<file path="config.mk">
export PLATFORM = sky130hd
export DESIGN_NAME = mmfa_ctrl
export DESIGN_NICKNAME = d
export VERILOG_FILES = /design/src/hw/rtl/mmfa_pkg.sv /design/src/hw/rtl/mmfa_ctrl.sv
export SDC_FILE = /design/constraint.sdc
export NUM_CORES = 1
export LEC_CHECK = 0
export BUFFER_PORTS_ARGS = -buffer_cell sky130_fd_sc_hd__buf_2
export CAP_MARGIN = 20
export CORE_AREA = 8 8 110 112
export DETAILED_ROUTE_END_ITERATION = 8
export DIE_AREA = 0 0 118 120
export GPL_TIMING_DRIVEN = 0
export HOLD_SLACK_MARGIN = 0.08
export PLACE_DENSITY_LB_ADDON = 0.25
export REMOVE_ABC_BUFFERS = 1
export SLEW_MARGIN = 5
export SYNTH_ARGS = -nofsm -noshare
export SYNTH_HDL_FRONTEND = slang
export SYNTH_SLANG_ARGS = --single-unit
</file>
<file path="constraint.sdc">
create_clock -name i_clk -period 1.9 [get_ports i_clk]
set_input_delay 0.19 -clock i_clk [delete_from_list [all_inputs] [get_ports i_clk]]
set_output_delay 0.19 -clock i_clk [all_outputs]
set_load 0.01 [all_outputs]
</file>
<file path="src/hw/rtl/mmfa_pkg.sv">
// ----------------------------------------------------------------------------
// mmfa_pkg
// Shared types and codes for the Mueller matrix form and apply core.
// ----------------------------------------------------------------------------
package mmfa_pkg;

    typedef enum logic [1:0] {
        OP_FORM   = 2'd0,
        OP_APPLY  = 2'd1,
        OP_INVERT = 2'd2,
        OP_CLEAR  = 2'd3
    } t_op;

    typedef enum logic [1:0] {
        KIND_GENERAL = 2'd0,
        KIND_DIAG    = 2'd1,
        KIND_CORNER  = 2'd2,
        KIND_SCALAR  = 2'd3
    } t_kind;

    typedef enum logic [1:0] {
        ST_OK       = 2'd0,
        ST_SINGULAR = 2'd1,
        ST_MISMATCH = 2'd2
    } t_status;

    typedef struct packed {
        logic [1:0]  opcode;
        logic [2:0]  vis_count;
        logic [31:0] op_a0;
        logic [31:0] op_a1;
        logic [31:0] op_a2;
        logic [31:0] op_a3;
        logic [31:0] op_b0;
        logic [31:0] op_b1;
        logic [31:0] op_b2;
        logic [31:0] op_b3;
    } t_req;

    typedef struct packed {
        logic [31:0] out_v0;
        logic [31:0] out_v1;
        logic [31:0] out_v2;
        logic [31:0] out_v3;
        logic [1:0]  status;
    } t_res;

    // Controller to datapath commands.
    typedef struct packed {
        logic       load;
        logic       issue;
        logic       x_store;
        logic [3:0] x_idx;
        logic       y_self;
        logic       y_b;
        logic [1:0] y_idx;
        logic       conj;
        logic       wr_store;
        logic [3:0] st_idx;
        logic       wr_lane;
        logic [1:0] lane;
        logic       first;
        logic       div_go;
        logic       inv_wr;
        logic [1:0] inv_idx;
        logic       clr;
        logic       finish;
        t_status    status;
    } t_cmd;

    // Datapath to controller status.
    typedef struct packed {
        logic sing;
        logic div_done;
    } t_sts;

    // Index of the last store entry used by a kind.
    function automatic logic [3:0] kind_last(input t_kind k);
        logic [3:0] r;
        unique case (k)
            KIND_GENERAL: r = 4'd15;
            KIND_DIAG:    r = 4'd3;
            KIND_CORNER:  r = 4'd1;
            default:      r = 4'd0;
        endcase
        return r;
    endfunction

endpackage

</file>
<file path="src/hw/rtl/mmfa_ctrl.sv">
// ----------------------------------------------------------------------------
// mmfa_ctrl
// Controller: sequences form, apply, invert and clear over the datapath.
// ----------------------------------------------------------------------------
module mmfa_ctrl (
    input  logic            i_clk,
    input  logic            i_rst_n,
    input  logic            i_start,
    input  mmfa_pkg::t_req  i_req,
    input  mmfa_pkg::t_kind i_kind,
    input  mmfa_pkg::t_sts  i_sts,
    output mmfa_pkg::t_cmd  o_cmd,
    output logic            o_busy
);
    typedef enum logic [3:0] {
        S_IDLE, S_RUN, S_DRAIN, S_CHK, S_MUL, S_WAIT, S_GO, S_DIV, S_WR, S_DONE
    } t_state;

    t_state            r_state, n_state;
    mmfa_pkg::t_op     r_op, n_op;
    logic [2:0]        r_cnt, n_cnt;
    logic [3:0]        r_k, n_k;
    logic              r_drain, n_drain;
    logic [1:0]        r_i, n_i;
    mmfa_pkg::t_status r_status, n_status;
    logic              r_clr, n_clr;
    logic              r_busy, n_busy;

    mmfa_pkg::t_op op_in;
    logic          bad_len;
    logic [3:0]    last;

    always_comb begin
        op_in   = mmfa_pkg::t_op'(i_req.opcode);
        last    = mmfa_pkg::kind_last(i_kind);
        bad_len = !(i_req.vis_count == 3'd1 || i_req.vis_count == 3'd2 ||
                    i_req.vis_count == 3'd4) ||
                  (i_kind == mmfa_pkg::KIND_GENERAL && i_req.vis_count != 3'd4);
    end

    // Next state
    always_comb begin
        n_state  = r_state;
        n_op     = r_op;
        n_cnt    = r_cnt;
        n_k      = r_k;
        n_drain  = r_drain;
        n_i      = r_i;
        n_status = r_status;
        n_clr    = r_clr;
        n_busy   = r_busy;
        unique case (r_state)
            S_IDLE: begin
                if (i_start) begin
                    n_op     = op_in;
                    n_cnt    = i_req.vis_count;
                    n_k      = '0;
                    n_busy   = 1'b1;
                    n_clr    = 1'b0;
                    n_status = mmfa_pkg::ST_OK;
                    unique case (op_in)
                        mmfa_pkg::OP_FORM: n_state = S_RUN;
                        mmfa_pkg::OP_APPLY: begin
                            if (bad_len) begin
                                n_state  = S_DONE;
                                n_status = mmfa_pkg::ST_MISMATCH;
                            end else begin
                                n_state = S_RUN;
                            end
                        end
                        mmfa_pkg::OP_INVERT: begin
                            if (i_kind == mmfa_pkg::KIND_GENERAL) begin
                                n_state  = S_DONE;
                                n_status = mmfa_pkg::ST_MISMATCH;
                            end else begin
                                n_state = S_CHK;
                            end
                        end
                        default: begin
                            n_state = S_DONE;
                            n_clr   = 1'b1;
                        end
                    endcase
                end
            end
            S_RUN: begin
                n_k = r_k + 4'd1;
                if (&r_k) begin
                    n_state = S_DRAIN;
                    n_drain = 1'b0;
                end
            end
            S_DRAIN: begin
                n_drain = 1'b1;
                if (r_drain) begin
                    n_state = S_DONE;
                end
            end
            S_CHK: begin
                if (i_sts.sing) begin
                    n_state  = S_DONE;
                    n_status = mmfa_pkg::ST_SINGULAR;
                    n_clr    = 1'b1;
                end else begin
                    n_i     = '0;
                    n_state = S_MUL;
                end
            end
            S_MUL:  n_state = S_WAIT;
            S_WAIT: n_state = S_GO;
            S_GO:   n_state = S_DIV;
            S_DIV: begin
                if (i_sts.div_done) begin
                    n_state = S_WR;
                end
            end
            S_WR: begin
                if ({2'b00, r_i} == last) begin
                    n_state = S_DONE;
                end else begin
                    n_i     = r_i + 2'd1;
                    n_state = S_MUL;
                end
            end
            S_DONE: begin
                n_state = S_IDLE;
                n_busy  = 1'b0;
            end
            default: n_state = S_IDLE;
        endcase
    end

    // Commands
    always_comb begin
        o_cmd      = '0;
        o_cmd.load = (r_state == S_IDLE) && i_start;
        unique case (r_state)
            S_RUN: begin
                if (r_op == mmfa_pkg::OP_FORM) begin
                    o_cmd.conj     = 1'b1;
                    o_cmd.y_b      = 1'b1;
                    o_cmd.wr_store = 1'b1;
                    o_cmd.st_idx   = r_k;
                    unique case (i_kind)
                        mmfa_pkg::KIND_GENERAL: begin
                            o_cmd.issue = 1'b1;
                            o_cmd.x_idx = {2'b00, r_k[3], r_k[1]};
                            o_cmd.y_idx = {r_k[2], r_k[0]};
                        end
                        mmfa_pkg::KIND_DIAG: begin
                            o_cmd.issue = r_k < 4'd4;
                            o_cmd.x_idx = {3'b000, r_k[1]};
                            o_cmd.y_idx = {1'b0, r_k[0]};
                        end
                        mmfa_pkg::KIND_CORNER: begin
                            o_cmd.issue = r_k < 4'd2;
                            o_cmd.x_idx = r_k;
                            o_cmd.y_idx = r_k[1:0];
                        end
                        default: begin
                            o_cmd.issue = r_k == 4'd0;
                        end
                    endcase
                end else begin
                    // apply: x is the matrix entry, y the visibility
                    o_cmd.x_store = 1'b1;
                    o_cmd.wr_lane = 1'b1;
                    o_cmd.first   = 1'b1;
                    unique case (i_kind)
                        mmfa_pkg::KIND_GENERAL: begin
                            o_cmd.issue = 1'b1;
                            o_cmd.x_idx = r_k;
                            o_cmd.y_idx = r_k[1:0];
                            o_cmd.lane  = r_k[3:2];
                            o_cmd.first = r_k[1:0] == 2'd0;
                        end
                        mmfa_pkg::KIND_DIAG: begin
                            if (r_cnt == 3'd4) begin
                                o_cmd.issue = r_k < 4'd4;
                                o_cmd.x_idx = r_k;
                                o_cmd.y_idx = r_k[1:0];
                                o_cmd.lane  = r_k[1:0];
                            end else begin
                                o_cmd.issue = (r_k == 4'd0) ||
                                              (r_k == 4'd1 && r_cnt == 3'd2);
                                o_cmd.x_idx = r_k[0] ? 4'd3 : 4'd0;
                                o_cmd.y_idx = r_k[1:0];
                                o_cmd.lane  = r_k[1:0];
                            end
                        end
                        mmfa_pkg::KIND_CORNER: begin
                            o_cmd.issue = (r_k == 4'd0) ||
                                          (r_k == 4'd1 && r_cnt != 3'd1);
                            o_cmd.x_idx = r_k;
                            if (r_cnt == 3'd4 && r_k[0]) begin
                                o_cmd.y_idx = 2'd3;
                                o_cmd.lane  = 2'd3;
                            end else begin
                                o_cmd.y_idx = r_k[1:0];
                                o_cmd.lane  = r_k[1:0];
                            end
                        end
                        default: begin
                            o_cmd.issue = {1'b0, r_cnt} > r_k;
                            o_cmd.y_idx = r_k[1:0];
                            o_cmd.lane  = r_k[1:0];
                        end
                    endcase
                end
            end
            S_MUL: begin
                o_cmd.issue   = 1'b1;
                o_cmd.x_store = 1'b1;
                o_cmd.x_idx   = {2'b00, r_i};
                o_cmd.y_self  = 1'b1;
                o_cmd.conj    = 1'b1;
            end
            S_GO: begin
                o_cmd.div_go  = 1'b1;
                o_cmd.x_store = 1'b1;
                o_cmd.x_idx   = {2'b00, r_i};
            end
            S_WR: begin
                o_cmd.inv_wr  = 1'b1;
                o_cmd.inv_idx = r_i;
            end
            S_DONE: begin
                o_cmd.finish = 1'b1;
                o_cmd.status = r_status;
                o_cmd.clr    = r_clr;
            end
            default: ;
        endcase
    end

    always_ff @(posedge i_clk) begin
        if (!i_rst_n) begin
            r_state  <= S_IDLE;
            r_busy   <= 1'b0;
            r_k      <= '0;
            r_drain  <= 1'b0;
            r_i      <= '0;
            r_clr    <= 1'b0;
            r_status <= mmfa_pkg::ST_OK;
            r_op     <= mmfa_pkg::OP_FORM;
            r_cnt    <= '0;
        end else begin
            r_state  <= n_state;
            r_busy   <= n_busy;
            r_k      <= n_k;
            r_drain  <= n_drain;
            r_i      <= n_i;
            r_clr    <= n_clr;
            r_status <= n_status;
            r_op     <= n_op;
            r_cnt    <= n_cnt;
        end
    end

    assign o_busy = r_busy;

endmodule

</file>
==> reports/qor.csv <==
metric,value,unit
hold buffer count at cts,0,
"EDFF count, synth",0,
largest family of logic cells by synthesized area,simple AND/OR/NAND/NOR gates,
LEAKAGE,1.02,nW
vias in the first global route,2047,
Slew @ Worst Pin,0.490,ns
TritonCTS Buffers,3,
Worst Hold Class,in2reg,
# setup viols final,9,
initial core utilization,16.8,%
Yosys cell types,55,
"commonest non-fill, non-tap cell in the layout",buf_2,
DP HPWL,4.51,mm
Met2 Routed Length,3.04,mm
Total Nets Final,567,
sw frac,45.9,%
Clock Pin Slew Worst Setup and Hold Paths,0.07,ns
chip height,120,um
Synth Cell Area,1770,sq um
Worst Skew,0.00497,ns
post-synthesis mux area share,0.566,%
Rows,38,
sink count of the clock tree,20,
Starting DRT DRC Count,110,
diode count,0,
post-synthesis compound-gate area fraction,25.2,%
Logic pwr share,66.0,%
part of the cycle the worst path needs,105,%
Final ANT Viol Nets,0,
core area,10500,sq um
DRC,0,
cell count after synthesis,238,
Switching Power,1.30,mW
area grow syn2layout,37.3,%
clock buffer depth,2,
fin crit period,1.99,ns
DR WL met3,291,um
Worst setup SP type,register,
H-tree depth,1,
fin cells,427,
Post-Synth Adder-Cell Area,7.64,%
Clk pwr share,9.9,%
CTS root buf,clkbuf_8,
Overflow after GRT,0,
Final Max Slew Viols,0,
Worst Path Arrival,1.80,ns
total internal power,1.53,mW
"Seq/Total Area, Yosys",22.6,%
worst rel slew slack,67.0,%
CP peak stage delay,0.61,ns
first-pass GRT wire length,10.9,mm
wire per inst,15.3,um
layout cells sized above 1,35.2,%
placed instance count,399,
Seq pwr share,24.1,%
status,"finished, violations left",
met1 wire length,3.11,mm
antenna violations before repair,0,
aggregate global-route resource usage,9.18,%
Max-Cap Viols,0,
final hold vios,0,
highest metal used,met4,
drt first pass iters,4,
die area,14200,sq um
largest net degree at the start of global routing,24,
PortBufs,41,
peak supply drop,708,uV
insertion delay to the later sink of the worst-skew pair,0.26,ns
most frequent cells in the layout,"buf_2 (39), nand2_1 (26), buf_4 (22), nor2_1 (14), a21oi_1 (11)",
Power Density,1170,nW/um^2
Synth Warn #,0,
crit-path cells,or4b_4 -> buf_4 -> a311oi_2 -> buf_2,
failing checks,negative setup slack,
syn avg cell area,7.43,sq um
vias per inst,4.52,
CP max-delay cell,or4b_4,
Via Count,1932,
WHS,0.190,ns
Yosys reg bits,20,
Max Clock Freq,501,MHz
WL final,6.52,mm
Final Worst Setup Slack,-0.0942,ns
simple logic cell fraction of the synthesized area,35.1,%
ys flop type,dfxtp_1,
I/O pin cnt,298,
XOR/XNOR share of the synthesized area,0,%
critical path class,reg2out,
CTS tree,done,
CP required,1.71,ns
Final Wtd Congestion,0.803,
DIE WIDTH,118,um
FILL cells,1153,
fraction of registers with async set/reset,0,%
unrepaired setup endpoints after global routing,true,
Setup crit end kind,primary output,
CP max FO,7,
[state kept, by name, indices dropped and copies added (netlist names), 2 cells and up]
register / count
r_k: 4
r_state: 4
r_cnt: 3
r_i: 2
r_op: 2
r_status: 2
[what timing repair did]
| action | in CTS | in global routing |
|---|---|---|
| endpoints found under the setup margin | 27 | 15 |
| gates resized for setup | 35 | 9 |
| buffers inserted | 20 | 5 |
| hold endpoints to repair | 0 | 0 |
| pin swaps | 11 | 6 |
[layer usage]
metal	vias up	global-route usage, %
met4	0	1.68
met5	-	0
li1	955	-
met1	921	12.0
met3	6	1.97
met2	50	15.3
[cell families (layout without fill, tap and decap cells)]
family | after synthesis | after routing
muxes | 1 | 1
adders and majority gates | 11 | 11
AOI/OAI and AO/OA | 65 | 65
DFF | 20 | 20
and+or+nand+nor | 109 | 109
buffers and inverters | 32 | 81
[cell type report]
type	count	area (sq um)	share of cell area, %
repair buffers	66	417	17.2
flip-flops and latches	20	435	17.9
well taps	140	175	7.21
clock buffers	3	41.3	1.70
inverters	12	47.5	1.96
multi-input cells	186	1310	54.0
[cells in the mapped netlist, types with 8 or more instances]
master	n	share of area [%]
and3_1	8	2.8
dfxtp_1	20	23
a21oi_1	11	3.1
o21ai_0	10	2.8
a21boi_1	9	3.8
nand3_1	9	2.5
nor2_1	15	3.2
nor2b_1	9	3.2
ha_1	10	7.1
nand2_1	28	5.9
inv_1	11	2.3
clkbuf_1	9	1.9
[path summary, 6_finish.rpt]
kind                            startpoint          to  slack [ns]  cells after the start
worst min-delay path            i_req[258]    r_cnt[2]        0.19                      3
worst min register to register     r_op[0]     r_op[0]        0.47                      2
worst max register to register  r_state[0]  r_state[1]        0.23                      5
worst max-delay path            r_state[1]   o_cmd[19]       -0.09                      4
[through the flow]
stage | worst slack, ns | power [mW] | utilization (%) | instance area (sq um) | setup TNS, ns
2_1_floorplan | -0.0473 | 1.56 | - | 1660 | -0.0473
3_3_place_gp | -0.524 | 2.02 | 19.4 | 2040 | -2.78
3_5_place_dp | -0.500 | 2.03 | 19.4 | 2040 | -3.02
4_1_cts | -0.121 | 2.69 | 22.3 | 2350 | -0.610
5_1_grt | -0.200 | 3.10 | 23.1 | 2430 | -1.34
6_report | -0.0942 | 2.83 | 23.1 | 2430 | -0.517
[worst max-delay path: cells and delay by family, from the launching register on]
| kind | cells | cell delay [ns] |
|---|---|---|
| AO/OA/AOI/OAI | 1 | 0.21 |
| buffers and inverters | 2 | 0.35 |
| flip-flops | 1 | 0.37 |
| AND/OR/NAND/NOR | 1 | 0.61 |
[power by group through the flow]
stage	combinational [mW]	clock [mW]	sequential, mW
CTS	1.71	0.297	0.682
floorplan	0.867	0	0.698
global placement	1.24	0	0.776
global route	2.08	0.311	0.707
finish	1.87	0.282	0.682
detailed placement	1.25	0	0.781
Power figures use the tool's default switching activity.
